**src/rtl/npis_pkg.sv**
```systemverilog
// ----------------------------------------------------------------------------
// npis_pkg: shared types and constants
// Task record, command codes and sequencer states of the interrupt scheduler.
// ----------------------------------------------------------------------------
package npis_pkg;

   localparam int STACK_DEPTH_DEF = 16;
   localparam int QUEUE_DEPTH_DEF = 16;

   localparam logic CMD_ARRIVE = 1'b0;
   localparam logic CMD_TICK   = 1'b1;

   typedef struct packed {
      logic [7:0]  id;
      logic [7:0]  prio;
      logic [15:0] left;
   } task_type;

   typedef struct packed {
      logic        cpu_idle;
      logic [7:0]  run_id;
      logic [7:0]  run_prio;
      logic [15:0] run_left;
      logic        rec_valid;
      logic [7:0]  rec_id;
      logic [7:0]  rec_prio;
      logic [15:0] rec_ticks;
      logic        dropped;
   } rsp_type;

   typedef struct packed {
      logic        cmd;
      logic [7:0]  task_id;
      logic [7:0]  task_prio;
      logic [15:0] run_ticks;
   } req_type;

   // IDLE: wait for a request; RD: stack top and queue head/tail reads;
   // DECIDE: update the running task; INS_RD/INS_CMP: walk the queue from
   // the tail, shifting entries up; POP_RD/POP_WR: shift the queue down; RESP
   typedef enum logic [3:0] {
      ST_IDLE, ST_RD, ST_DECIDE, ST_INS_RD, ST_INS_CMP, ST_POP_RD, ST_POP_WR, ST_RESP
   } state_type;

endpackage

```
**src/rtl/npis_if.sv**
```systemverilog
// ----------------------------------------------------------------------------
// npis_if: valid/ready channel
// Carries one payload of a given type between a source and a sink.
// ----------------------------------------------------------------------------
interface npis_if #(parameter type payload_type = logic);
   logic        valid;
   logic        ready;
   payload_type data;
   modport source (output valid, output data, input ready);
   modport sink   (input valid, input data, output ready);
endinterface

```
**src/rtl/nested_priority_interrupt_scheduler.sv**
```systemverilog
// ----------------------------------------------------------------------------
// nested_priority_interrupt_scheduler
// Preemptive priority scheduler: running task, preemption stack, sorted queue.
// ----------------------------------------------------------------------------
// After the request transfer the block passes through RD and DECIDE; a sorted
// insert into a non-empty queue then walks from the tail (INS_CMP/INS_RD,
// shifting entries up) and a pop shifts the rest down (POP_RD/POP_WR) before
// the result is offered in RESP. One item at a time; the next request is
// taken the cycle after the result transfer.
// Reset (synchronous) makes the block idle with empty stack and queue.
module nested_priority_interrupt_scheduler #(
   parameter int STACK_DEPTH = npis_pkg::STACK_DEPTH_DEF,
   parameter int QUEUE_DEPTH = npis_pkg::QUEUE_DEPTH_DEF
) (
   input  logic clock,
   input  logic reset,
   npis_if.sink   req_ch,
   npis_if.source rsp_ch
);
   localparam int SAW = (STACK_DEPTH > 1) ? $clog2(STACK_DEPTH) : 1;
   localparam int QAW = (QUEUE_DEPTH > 1) ? $clog2(QUEUE_DEPTH) : 1;
   localparam int SCW = $clog2(STACK_DEPTH + 1);
   localparam int QCW = $clog2(QUEUE_DEPTH + 1);

   npis_pkg::state_type state_ff, state_in;
   npis_pkg::req_type   req_ff, req_in;
   npis_pkg::rsp_type   rsp_ff, rsp_in;
   npis_pkg::task_type  cur_ff, cur_in;
   logic                idle_ff, idle_in;
   logic [15:0]         seg_ff, seg_in;
   logic [SCW-1:0]      scnt_ff, scnt_in;
   logic [QCW-1:0]      qcnt_ff, qcnt_in;
   logic [QCW-1:0]      pos_ff, pos_in;     // walking index
   npis_pkg::task_type  stk_top_ff, qrd_ff;

   npis_pkg::task_type  stack_mem [STACK_DEPTH];
   npis_pkg::task_type  queue_mem [QUEUE_DEPTH];

   // memory control
   logic               s_we, q_we;
   logic [SAW-1:0]     s_wa, s_ra;
   logic [QAW-1:0]     q_wa, q_ra;
   npis_pkg::task_type s_wd, q_wd;

   npis_pkg::task_type arr_task;
   assign arr_task = '{id: req_ff.task_id, prio: req_ff.task_prio, left: req_ff.run_ticks};

   assign req_ch.ready = (state_ff == npis_pkg::ST_IDLE);
   assign rsp_ch.valid = (state_ff == npis_pkg::ST_RESP);
   assign rsp_ch.data  = rsp_ff;

   // memories: one write and one registered read each
   always_ff @(posedge clock) begin
      if (s_we) stack_mem[s_wa] <= s_wd;
      stk_top_ff <= stack_mem[s_ra];
   end
   always_ff @(posedge clock) begin
      if (q_we) queue_mem[q_wa] <= q_wd;
      qrd_ff <= queue_mem[q_ra];
   end

   // control registers
   always_ff @(posedge clock) begin
      if (reset) begin
         state_ff <= npis_pkg::ST_IDLE;
         idle_ff  <= 1'b1;
         cur_ff   <= '0;
         seg_ff   <= '0;
         scnt_ff  <= '0;
         qcnt_ff  <= '0;
      end else begin
         state_ff <= state_in;
         idle_ff  <= idle_in;
         cur_ff   <= cur_in;
         seg_ff   <= seg_in;
         scnt_ff  <= scnt_in;
         qcnt_ff  <= qcnt_in;
      end
   end
   always_ff @(posedge clock) begin
      req_ff <= req_in;
      rsp_ff <= rsp_in;
      pos_ff <= pos_in;
   end

   // next state
   logic        done;
   logic        take_stack;
   assign done = (cur_ff.left <= 16'd1);
   assign take_stack = (scnt_ff != '0) &&
                       ((qcnt_ff == '0) || (stk_top_ff.prio <= qrd_ff.prio));

   always_comb begin
      state_in = state_ff;
      case (state_ff)
         npis_pkg::ST_IDLE:    if (req_ch.valid) state_in = npis_pkg::ST_RD;
         npis_pkg::ST_RD:      state_in = npis_pkg::ST_DECIDE;
         npis_pkg::ST_DECIDE: begin
            state_in = npis_pkg::ST_RESP;
            if (req_ff.cmd == npis_pkg::CMD_ARRIVE) begin
               if (!idle_ff && !(req_ff.task_prio < cur_ff.prio) &&
                   (qcnt_ff < QCW'(QUEUE_DEPTH)))
                  state_in = (qcnt_ff == '0) ? npis_pkg::ST_RESP : npis_pkg::ST_INS_CMP;
            end else if (!idle_ff && done && !take_stack && (qcnt_ff > QCW'(1))) begin
               state_in = npis_pkg::ST_POP_RD;
            end
         end
         npis_pkg::ST_INS_RD:  state_in = npis_pkg::ST_INS_CMP;
         npis_pkg::ST_INS_CMP: begin
            if (qrd_ff.prio <= req_ff.task_prio || pos_ff == '0)
               state_in = npis_pkg::ST_RESP;
            else
               state_in = npis_pkg::ST_INS_RD;
         end
         npis_pkg::ST_POP_RD:  state_in = npis_pkg::ST_POP_WR;
         npis_pkg::ST_POP_WR:
            state_in = (pos_ff == qcnt_ff) ? npis_pkg::ST_RESP : npis_pkg::ST_POP_RD;
         npis_pkg::ST_RESP:    if (rsp_ch.ready) state_in = npis_pkg::ST_IDLE;
         default:              state_in = npis_pkg::ST_IDLE;
      endcase
   end

   // datapath and memory control
   always_comb begin
      req_in  = req_ff;
      rsp_in  = rsp_ff;
      cur_in  = cur_ff;
      idle_in = idle_ff;
      seg_in  = seg_ff;
      scnt_in = scnt_ff;
      qcnt_in = qcnt_ff;
      pos_in  = pos_ff;
      s_we = 1'b0; s_wa = '0; s_wd = cur_ff;
      s_ra = SAW'(scnt_ff - SCW'(1));
      q_we = 1'b0; q_wa = '0; q_wd = arr_task;
      q_ra = '0;
      case (state_ff)
         npis_pkg::ST_IDLE: begin
            if (req_ch.valid) req_in = req_ch.data;
            rsp_in = '0;
         end
         npis_pkg::ST_RD: begin
            // stack top and queue head (or queue tail for insert)
            q_ra = (req_ff.cmd == npis_pkg::CMD_ARRIVE) ?
                   QAW'(qcnt_ff - QCW'(1)) : '0;
         end
         npis_pkg::ST_DECIDE: begin
            // keep the queue tail in the read register for the insert walk
            if (req_ff.cmd == npis_pkg::CMD_ARRIVE) q_ra = QAW'(qcnt_ff - QCW'(1));
            if (req_ff.cmd == npis_pkg::CMD_ARRIVE) begin
               if (idle_ff) begin
                  cur_in = arr_task; idle_in = 1'b0; seg_in = '0;
               end else if (req_ff.task_prio < cur_ff.prio) begin
                  if (seg_ff != '0) begin
                     rsp_in.rec_valid = 1'b1;
                     rsp_in.rec_id    = cur_ff.id;
                     rsp_in.rec_prio  = cur_ff.prio;
                     rsp_in.rec_ticks = seg_ff;
                  end
                  seg_in = '0;
                  if (scnt_ff < SCW'(STACK_DEPTH)) begin
                     s_we = 1'b1; s_wa = SAW'(scnt_ff);
                     scnt_in = scnt_ff + SCW'(1);
                  end else begin
                     rsp_in.dropped = 1'b1;
                  end
                  cur_in = arr_task;
               end else if (qcnt_ff < QCW'(QUEUE_DEPTH)) begin
                  qcnt_in = qcnt_ff + QCW'(1);
                  pos_in  = qcnt_ff;   // free slot; qrd holds entry pos-1
                  if (qcnt_ff == '0) begin
                     q_we = 1'b1; q_wa = '0;
                  end
               end else begin
                  rsp_in.dropped = 1'b1;
               end
            end else if (!idle_ff) begin
               cur_in.left = done ? 16'd0 : cur_ff.left - 16'd1;
               if (done) begin
                  rsp_in.rec_valid = 1'b1;
                  rsp_in.rec_id    = cur_ff.id;
                  rsp_in.rec_prio  = cur_ff.prio;
                  rsp_in.rec_ticks = (seg_ff == 16'hFFFF) ? seg_ff : seg_ff + 16'd1;
                  seg_in = '0;
                  if (take_stack) begin
                     cur_in  = stk_top_ff;
                     scnt_in = scnt_ff - SCW'(1);
                  end else if (qcnt_ff != '0) begin
                     cur_in  = qrd_ff;
                     qcnt_in = qcnt_ff - QCW'(1);
                     pos_in  = QCW'(1);
                  end else begin
                     idle_in = 1'b1;
                  end
               end else if (seg_ff != 16'hFFFF) begin
                  seg_in = seg_ff + 16'd1;
               end
            end
         end
         npis_pkg::ST_INS_RD: begin
            q_ra = QAW'(pos_ff - QCW'(1));
         end
         npis_pkg::ST_INS_CMP: begin
            // qrd holds entry pos-1: shift it up or place the arrival at pos
            q_we = 1'b1; q_wa = QAW'(pos_ff);
            if (qrd_ff.prio <= req_ff.task_prio) begin
               q_wd = arr_task;
            end else begin
               q_wd = qrd_ff;
               if (pos_ff == QCW'(1)) begin
                  // last shift; arrival lands at the head next
                  pos_in = '0;
               end else begin
                  pos_in = pos_ff - QCW'(1);
               end
            end
            if (pos_ff == '0) q_wd = arr_task;
         end
         npis_pkg::ST_POP_RD: begin
            q_ra = QAW'(pos_ff);
         end
         npis_pkg::ST_POP_WR: begin
            q_we = 1'b1; q_wa = QAW'(pos_ff - QCW'(1)); q_wd = qrd_ff;
            pos_in = pos_ff + QCW'(1);
         end
         default: ;
      endcase
      // output view of running task
      if (state_ff == npis_pkg::ST_DECIDE) begin
         rsp_in.cpu_idle = idle_in;
         rsp_in.run_id   = idle_in ? 8'd0  : cur_in.id;
         rsp_in.run_prio = idle_in ? 8'd0  : cur_in.prio;
         rsp_in.run_left = idle_in ? 16'd0 : cur_in.left;
      end
   end

   // pos==0 after last shift: INS_CMP again writes the arrival at the head
   // (qrd compare ignored there). Handled by the pos_ff=='0 override above.

   a_cnt_stack: assert property (@(posedge clock) disable iff (reset)
      scnt_ff <= SCW'(STACK_DEPTH)) else $error("stack count overflow");
   a_cnt_queue: assert property (@(posedge clock) disable iff (reset)
      qcnt_ff <= QCW'(QUEUE_DEPTH)) else $error("queue count overflow");
   a_idle_empty: assert property (@(posedge clock) disable iff (reset)
      (state_ff == npis_pkg::ST_IDLE && idle_ff) |-> (scnt_ff == '0 && qcnt_ff == '0))
      else $error("idle with pending tasks");
   a_rsp_hold: assert property (@(posedge clock) disable iff (reset)
      (rsp_ch.valid && !rsp_ch.ready) |=> (rsp_ch.valid && $stable(rsp_ff)))
      else $error("result changed while stalled");
endmodule

```
**src/flat_wrapper.sv**
```systemverilog
// flat-port wrapper written by rule: the top's interface ports become plain ports
module nested_priority_interrupt_scheduler_flat 
#(
   parameter int STACK_DEPTH = npis_pkg::STACK_DEPTH_DEF,
   parameter int QUEUE_DEPTH = npis_pkg::QUEUE_DEPTH_DEF
)
  (clock, reset, req_ch_valid, req_ch_data, req_ch_ready, rsp_ch_valid, rsp_ch_data, rsp_ch_ready);
  npis_if #(.payload_type(npis_pkg::req_type)) req_ch_i ();
  npis_if #(.payload_type(npis_pkg::rsp_type)) rsp_ch_i ();
  input  logic clock;
  input  logic reset;
  input wire logic [$bits(req_ch_i.valid)-1:0] req_ch_valid;
  input wire logic [$bits(req_ch_i.data)-1:0] req_ch_data;
  output wire logic [$bits(req_ch_i.ready)-1:0] req_ch_ready;
  output wire logic [$bits(rsp_ch_i.valid)-1:0] rsp_ch_valid;
  output wire logic [$bits(rsp_ch_i.data)-1:0] rsp_ch_data;
  input wire logic [$bits(rsp_ch_i.ready)-1:0] rsp_ch_ready;
  assign req_ch_i.valid = req_ch_valid;
  assign req_ch_i.data = req_ch_data;
  assign req_ch_ready = req_ch_i.ready;
  assign rsp_ch_valid = rsp_ch_i.valid;
  assign rsp_ch_data = rsp_ch_i.data;
  assign rsp_ch_i.ready = rsp_ch_ready;
  nested_priority_interrupt_scheduler #(.STACK_DEPTH(STACK_DEPTH), .QUEUE_DEPTH(QUEUE_DEPTH)) u_core (.clock(clock), .reset(reset), .req_ch(req_ch_i), .rsp_ch(rsp_ch_i));
endmodule
```
**config.mk**
```make
export PLATFORM = sky130hd
export DESIGN_NAME = nested_priority_interrupt_scheduler_flat
export DESIGN_NICKNAME = d
export VERILOG_FILES = /design/src/rtl/npis_pkg.sv /design/src/rtl/npis_if.sv /design/src/rtl/nested_priority_interrupt_scheduler.sv /design/src/flat_wrapper.sv
export SDC_FILE = /design/constraint.sdc
export NUM_CORES = 2
export LEC_CHECK = 0
export BUFFER_PORTS_ARGS = -buffer_cell sky130_fd_sc_hd__buf_2
export CAP_MARGIN = 20
export CORE_MARGIN = 1.5
export CORE_UTILIZATION = 34
export DETAILED_ROUTE_END_ITERATION = 7
export GPL_TIMING_DRIVEN = 1
export PLACE_DENSITY = 0.58
export SETUP_SLACK_MARGIN = 0.5
export SYNTH_ARGS = -nofsm -noshare
export SYNTH_HDL_FRONTEND = slang
export SYNTH_SLANG_ARGS = --single-unit
```
**constraint.sdc**
```tcl
create_clock -name clock -period 9.3 [get_ports clock]
set_input_delay 1.86 -clock clock [delete_from_list [all_inputs] [get_ports clock]]
set_output_delay 1.86 -clock clock [all_outputs]
set_load 0.05 [all_outputs]
```
# Word-level counts from Yosys, hierarchy flattened
# Memories as Yosys holds them, arrays and structs flattened. A register that Yosys moved wholly into a read port is not among the register bits.
# Index checks and enable logic that the tools add are counted.
dict set report totals {
  regBits 168
  ramBits 1024
  output_inout_bits 69
  wordCells 204
  n_memories 2
}
# memory words word_bits rd rd_clocked_by_memory_dff write_ports line_no
set mem_list {}
lappend mem_list {u_core.queue_mem 16 32 1 1 1 nested_priority_interrupt_scheduler.sv:37} ;# npis_pkg::task_type queue_mem [QUEUE_DEPTH];
lappend mem_list {u_core.stack_mem 16 32 1 1 1 nested_priority_interrupt_scheduler.sv:36} ;# npis_pkg::task_type stack_mem [STACK_DEPTH];
dict set report op_classes {
  addsub 8
  n_lt_le_gt_ge 7
  n_eq_ne 32
  muxes 99
  n_bitwise 1
  reduce_logical 33
}
# cell n
set ops {}
lappend ops {{$mux 32} 10}
lappend ops {{$mux 33} 7}
lappend ops {{$mux 16} 9}
lappend ops {{$mux 5} 25}
lappend ops {{$pmux 34 s2} 1}
lappend ops {{$pmux 32 s2} 1}
lappend ops {{$mux 4} 10}
lappend ops {{$mux 34} 1}
lappend ops {{$pmux 4 s8} 1}
lappend ops {{$mux 1} 24}
lappend ops {{$ne 2x2->1 const B} 9}
lappend ops {{$add 16x1->16 const B} 1}
lappend ops {{$eq 16x16->1 const B} 1}
lappend ops {{$eq 4x3->1 const B} 4}
lappend ops {{$le 16x1->1 const B} 1}
lappend ops {{$le 8x8->1} 2}
lappend ops {{$mux 8} 2}
lappend ops {{$ne 16x16->1 const B} 1}
lappend ops {{$reduce_bool 16->1} 1}
lappend ops {{$sub 16x1->16 const B} 1}
lappend ops {{$add 5x1->5 const B} 3}
lappend ops {{$ne 3x3->1 const B} 5}
lappend ops {{$pmux 5 s3} 1}
lappend ops {{$sub 5x1->5 const B} 3}
lappend ops {{31 further kinds} 56}

# Logic depth before layout (Yosys ltp)
dict set report logic_depth {
  ltp_word 10
  mapped_depth 13
}

# Least setup slack after synthesis
# No wires, ideal clock.
dict set report synth_timing {
  kind {flip-flop to flip-flop}
  startpoint {register u_core.state_ff[0]}
  endpoint {register u_core.rsp_ff (netlist bit u_core.rsp_ch.data[10]) (enable)}
  arrival_ns 4.685
  required_time_ns 8.826
  path_slack_ns 4.141
  path_stages_with_launch 5
  synth_period_minus_slack_ns 5.159
  cell_sequence {dfxtp_1 > buf_2 > clkbuf_1 > nor2_1 > a21boi_0}
}
dict set report synth_between {
  elab_chain_cells 3
  elab_cells_between_ends 8
  cone_classes {eq/ne: 5; reduce/logical: 3}
}
# item line_no
set synth_rtl {}
lappend synth_rtl {{start, declared} nested_priority_interrupt_scheduler.sv:25} ;# npis_pkg::state_type state_ff, state_in;
lappend synth_rtl {{start signal, assigned} nested_priority_interrupt_scheduler.sv:65} ;# state_ff <= npis_pkg::ST_IDLE;
lappend synth_rtl {{start signal, assigned} nested_priority_interrupt_scheduler.sv:72} ;# state_ff <= state_in;
lappend synth_rtl {{$eq 4x2->1 or $logic_not 4->1 (tied branches)} nested_priority_interrupt_scheduler.sv:137} ;# case (state_ff)
lappend synth_rtl {{$ne 3x3->1 (no line), or another cell as far along} --}
lappend synth_rtl {{$reduce_and 5->1 (no line) *} --}
lappend synth_rtl {{end signal, assigned} nested_priority_interrupt_scheduler.sv:82} ;# rsp_ff <= rsp_in;
lappend synth_rtl {{end, declared} nested_priority_interrupt_scheduler.sv:27} ;# npis_pkg::rsp_type rsp_ff, rsp_in;
# Mark *: on every way between the ends. The rest lies on a longest branch, timed or not.
# A chain may end at the register's enable or synchronous reset.

# Worst setup path after layout
dict set report layout_timing {
  startpoint {register u_core.state_ff[1]}
  endpoint {memory u_core.queue_mem[4][7] (netlist name) (enable)}
}
dict set report layout_between {
  elab_chain_cells 5
  elab_cells_between_ends 8
  cone_classes {eq/ne: 3; mux: 4; reduce/logical: 1}
}
# item line_no
set layout_rtl {}
lappend layout_rtl {{$eq 4x3->1} nested_priority_interrupt_scheduler.sv:137}
lappend layout_rtl {{$reduce_or 2->1 (no line)} --}
lappend layout_rtl {{$pmux 1 s2} nested_priority_interrupt_scheduler.sv:137}
lappend layout_rtl {{$mux 1} nested_priority_interrupt_scheduler.sv:58} ;# if (q_we) queue_mem[q_wa] <= q_wd;
lappend layout_rtl {{$mux 1 (implied by the code)} nested_priority_interrupt_scheduler.sv:58}
lappend layout_rtl {{end, declared} nested_priority_interrupt_scheduler.sv:37}
# Parallel ways exist; a longest one is shown, timed or not.

==> results.json <==
{
  "status": "finished clean",
  "io_pins": 106,
  "initial_utilization_pct": 34.18,
  "ctsHoldBuffers": 0,
  "clkTransAtPathRegs_ns": 0.07,
  "grt_first_pass_wirelength_um": 202300,
  "grt_overflow": 0,
  "clock_latency_ns": 0.76,
  "core_mm2": 0.1494,
  "vdd_drop_max_uv": 178.9,
  "synth.top_cell.area_share_pct": 66.37,
  "critPathKind": "flip-flop to flip-flop",
  "cts_tree": "done",
  "cp_data_arrival_time_ns": 5.26,
  "skew_ns": 0.02117,
  "yosysWarnings": 0,
  "gp_congestion": 0.8594,
  "die_w_um": 390.6,
  "route.vias.total": 29791,
  "endpoint_kind": "flip-flop",
  "cts-root-buf": "clkbuf_16",
  "min_period_ns": 4.876,
  "ctsHtreeMaxLevel": 4,
  "drc": 0,
  "yosys.cell_count.top_type": "edfxtp_1",
  "postCtsSetupBuffers": 0,
  "rows": 142,
  "avgViaCountPerCell": 5.466,
  "synth_nets": 3304,
  "drv_cap": 0,
  "tightest_slew_ns": 1.166,
  "synth_top_flop_cell": "edfxtp_1",
  "place_ws_ns": 4.319,
  "antenna_found_initial": 11,
  "ant_nets": 0,
  "place_area_mm2": 0.05407,
  "placement.io_buffers": 105,
  "rsz0062_at_grt": "false",
  "grt_pass1_vias": 28590,
  "setup-violations-final": 0,
  "hold_ws_ns": 0.5293,
  "p_leak_nw": 18.97,
  "crit_path_max_fanout": 47,
  "die-height_um": 390.6,
  "tns_ns": 0,
  "drive_gt1_share_pct": 19.37,
  "clock.fmax_mhz": 205.1,
  "ys_seq_area_share_pct": 71.31,
  "grtUsageMet1_pct": 26.44,
  "cts_buffer_depth": 3,
  "hold_path_class": "flip-flop to flip-flop",
  "first_iter_violations": 3377,
  "synthTopCellsByCount": "1129 x edfxtp_1, 307 x nand2_1, 173 x nor2_1",
  "cts.sinks": 1255,
  "place_hpwl_um": 84780,
  "synth_top_area_cell": "edfxtp_1",
  "ys_top_cells_by_area": "edfxtp_1 66%, mux4_2 7.1%, dfxtp_1 4.9%",
  "wl_per_cell_um": 25.55,
  "hold_viol": 0,
  "synth_cell_types": 85,
  "critical_path.startpoint_type": "flip-flop",
  "netlist_area_mm2": 0.05108,
  "grt_max_degree": 224,
  "finalNetCount": 3401,
  "grtUsageMet3_pct": 4.222,
  "final_cell_area_mm2": 0.05846,
  "fin_util_pct": 39.12,
  "firstDrtPassIters": 5,
  "critPathRequiredTime_ns": 9.69,
  "cts_resized": 0,
  "gr-usage-met2_pct": 26.65,
  "grt_use_total_pct": 18.04,
  "totalWireLength_um": 139300,
  "synth-seq-cells": 1255,
  "fin_crit_sh_pct": 52.43,
  "power_density_mw_per_mm2": 255.6,
  "ys_async_sr_fraction_pct": 0,
  "syn_inst": 3231,
  "avgSynthCellArea_um2": 15.81,
  "final.setup.worst_slack_ns": 4.424,
  "areaGrowthSynthToFinish_pct": 14.45,
  "max-slew-margin-rel_pct": 22.29,
  "die-area_mm2": 0.1526,
  "synth-edff-count": 1129,
  "grt_busiest_layer": "met2",
  "cts_made_buffers": 130,
  "final_max_slew_viol_count": 0
}
-- logic make-up (layout without fill, tap and decap cells) --
family,count (synthesis),after routing,synth area share (%)
other,0,1,0
XOR/XNOR,33,33,0.5658
AND/OR/NAND/NOR,781,781,7.204
AO/OA/AOI/OAI,543,543,7.496
multiplexers,317,317,10.27
adder cells (fa/ha/maj),36,36,0.8818
flip-flops,1255,1255,71.31
buffers and inverters,266,468,2.268
-- cell usage in the layout (no fill, tap or decap), types with 11 or more instances in the layout --
cell type  count
a211oi_1     120
a21oi_1       98
a221o_1       34
a311oi_1      11
a31oi_1       72
and2_1        14
and3_1       137
buf_2        105
buf_4         63
clkbuf_1      28
clkbuf_16    136
clkbuf_8      12
clkinv_1      15
clkinv_2      24
dfxtp_1      125
edfxtp_1    1129
ha_1          35
inv_1         50
mux2_2        58
mux2i_1       99
mux4_2       160
nand2_1      305
nand3_1       31
nor2_1       145
nor2_4        31
nor3_1        36
o21ai_0       48
o22ai_1       17
o32ai_1       42
xnor2_1       12
xor2_1        19
-- metrics by stage --
| step | instances | total power [W] |
|---|---|---|
| floorplan | 3231 | 0.008854 |
| global placement | 5196 | 0.009854 |
| detailed placement | 5202 | 0.009884 |
| CTS | 5439 | 0.01500 |
| global route | 5449 | 0.01547 |
| finish | 5450 | 0.01494 |
-- routing by layer --
layer	vias up	wire (um)
li1	12997	-
met1	15460	62490
met2	1149	61990
met3	183	11700
met4	2	3065
met5	-	13
-- worst paths after layout --
kind	slack [ns]	cells after the start	from	endpoint
worst min register to register	0.53	2	u_core.seg_ff[1]$_SDFFE_PP0P_	u_core.seg_ff[1]$_SDFFE_PP0P_
worst max-delay path	4.42	8	u_core.state_ff[1]$_SDFFE_PP0P_	u_core.queue_mem[4][7]$_DFFE_PP_
worst min-delay path	0.53	2	u_core.seg_ff[1]$_SDFFE_PP0P_	u_core.seg_ff[1]$_SDFFE_PP0P_
worst max register to register	4.42	8	u_core.state_ff[1]$_SDFFE_PP0P_	u_core.queue_mem[4][7]$_DFFE_PP_
-- flip-flops by register name, indices dropped and copies added, names as in the netlist, 3 cells and up --
name                flops
u_core.arr_task        32
u_core.cur_ff          32
u_core.pos_ff           5
u_core.qcnt_ff          5
u_core.qrd_ff          32
u_core.queue_mem      512
u_core.rsp_ch.data     67
u_core.scnt_ff          5
u_core.seg_ff          16
u_core.stack_mem      512
u_core.state_ff         3
u_core.stk_top_ff      32
-- cell type report --
cell class | count | area (um^2)
fillers | 13680 | 90960
diodes | 1 | 2.502
multi-input cells | 1710 | 13850
inverters | 52 | 195.2
well taps | 2016 | 2522
clock inverters | 61 | 520.5
clock buffers | 176 | 3674
flip-flops and latches | 1255 | 36430
repair buffers | 179 | 1262
-- critical path, stage by stage, from the launching register on --
cell	delay (ns)
dfxtp_1	0.94
or3b_2	0.50
buf_4	0.32
inv_2	0.45
nand2_2	0.58
nor2_1	0.52
a22oi_1	0.37
nor2_4	0.21
buf_4	0.54
-- where the power goes --
group | internal (W) | leakage, nW | total [W] | switching (W)
logic | 0.000831 | 5.42 | 0.00276 | 0.00193
clock network | 0.00293 | 2.06 | 0.00513 | 0.00220
registers | 0.00664 | 11.5 | 0.00705 | 0.000410
total | 0.0104 | 19.0 | 0.0149 | 0.00454
Note: power is estimated with default switching activity, not from simulation.
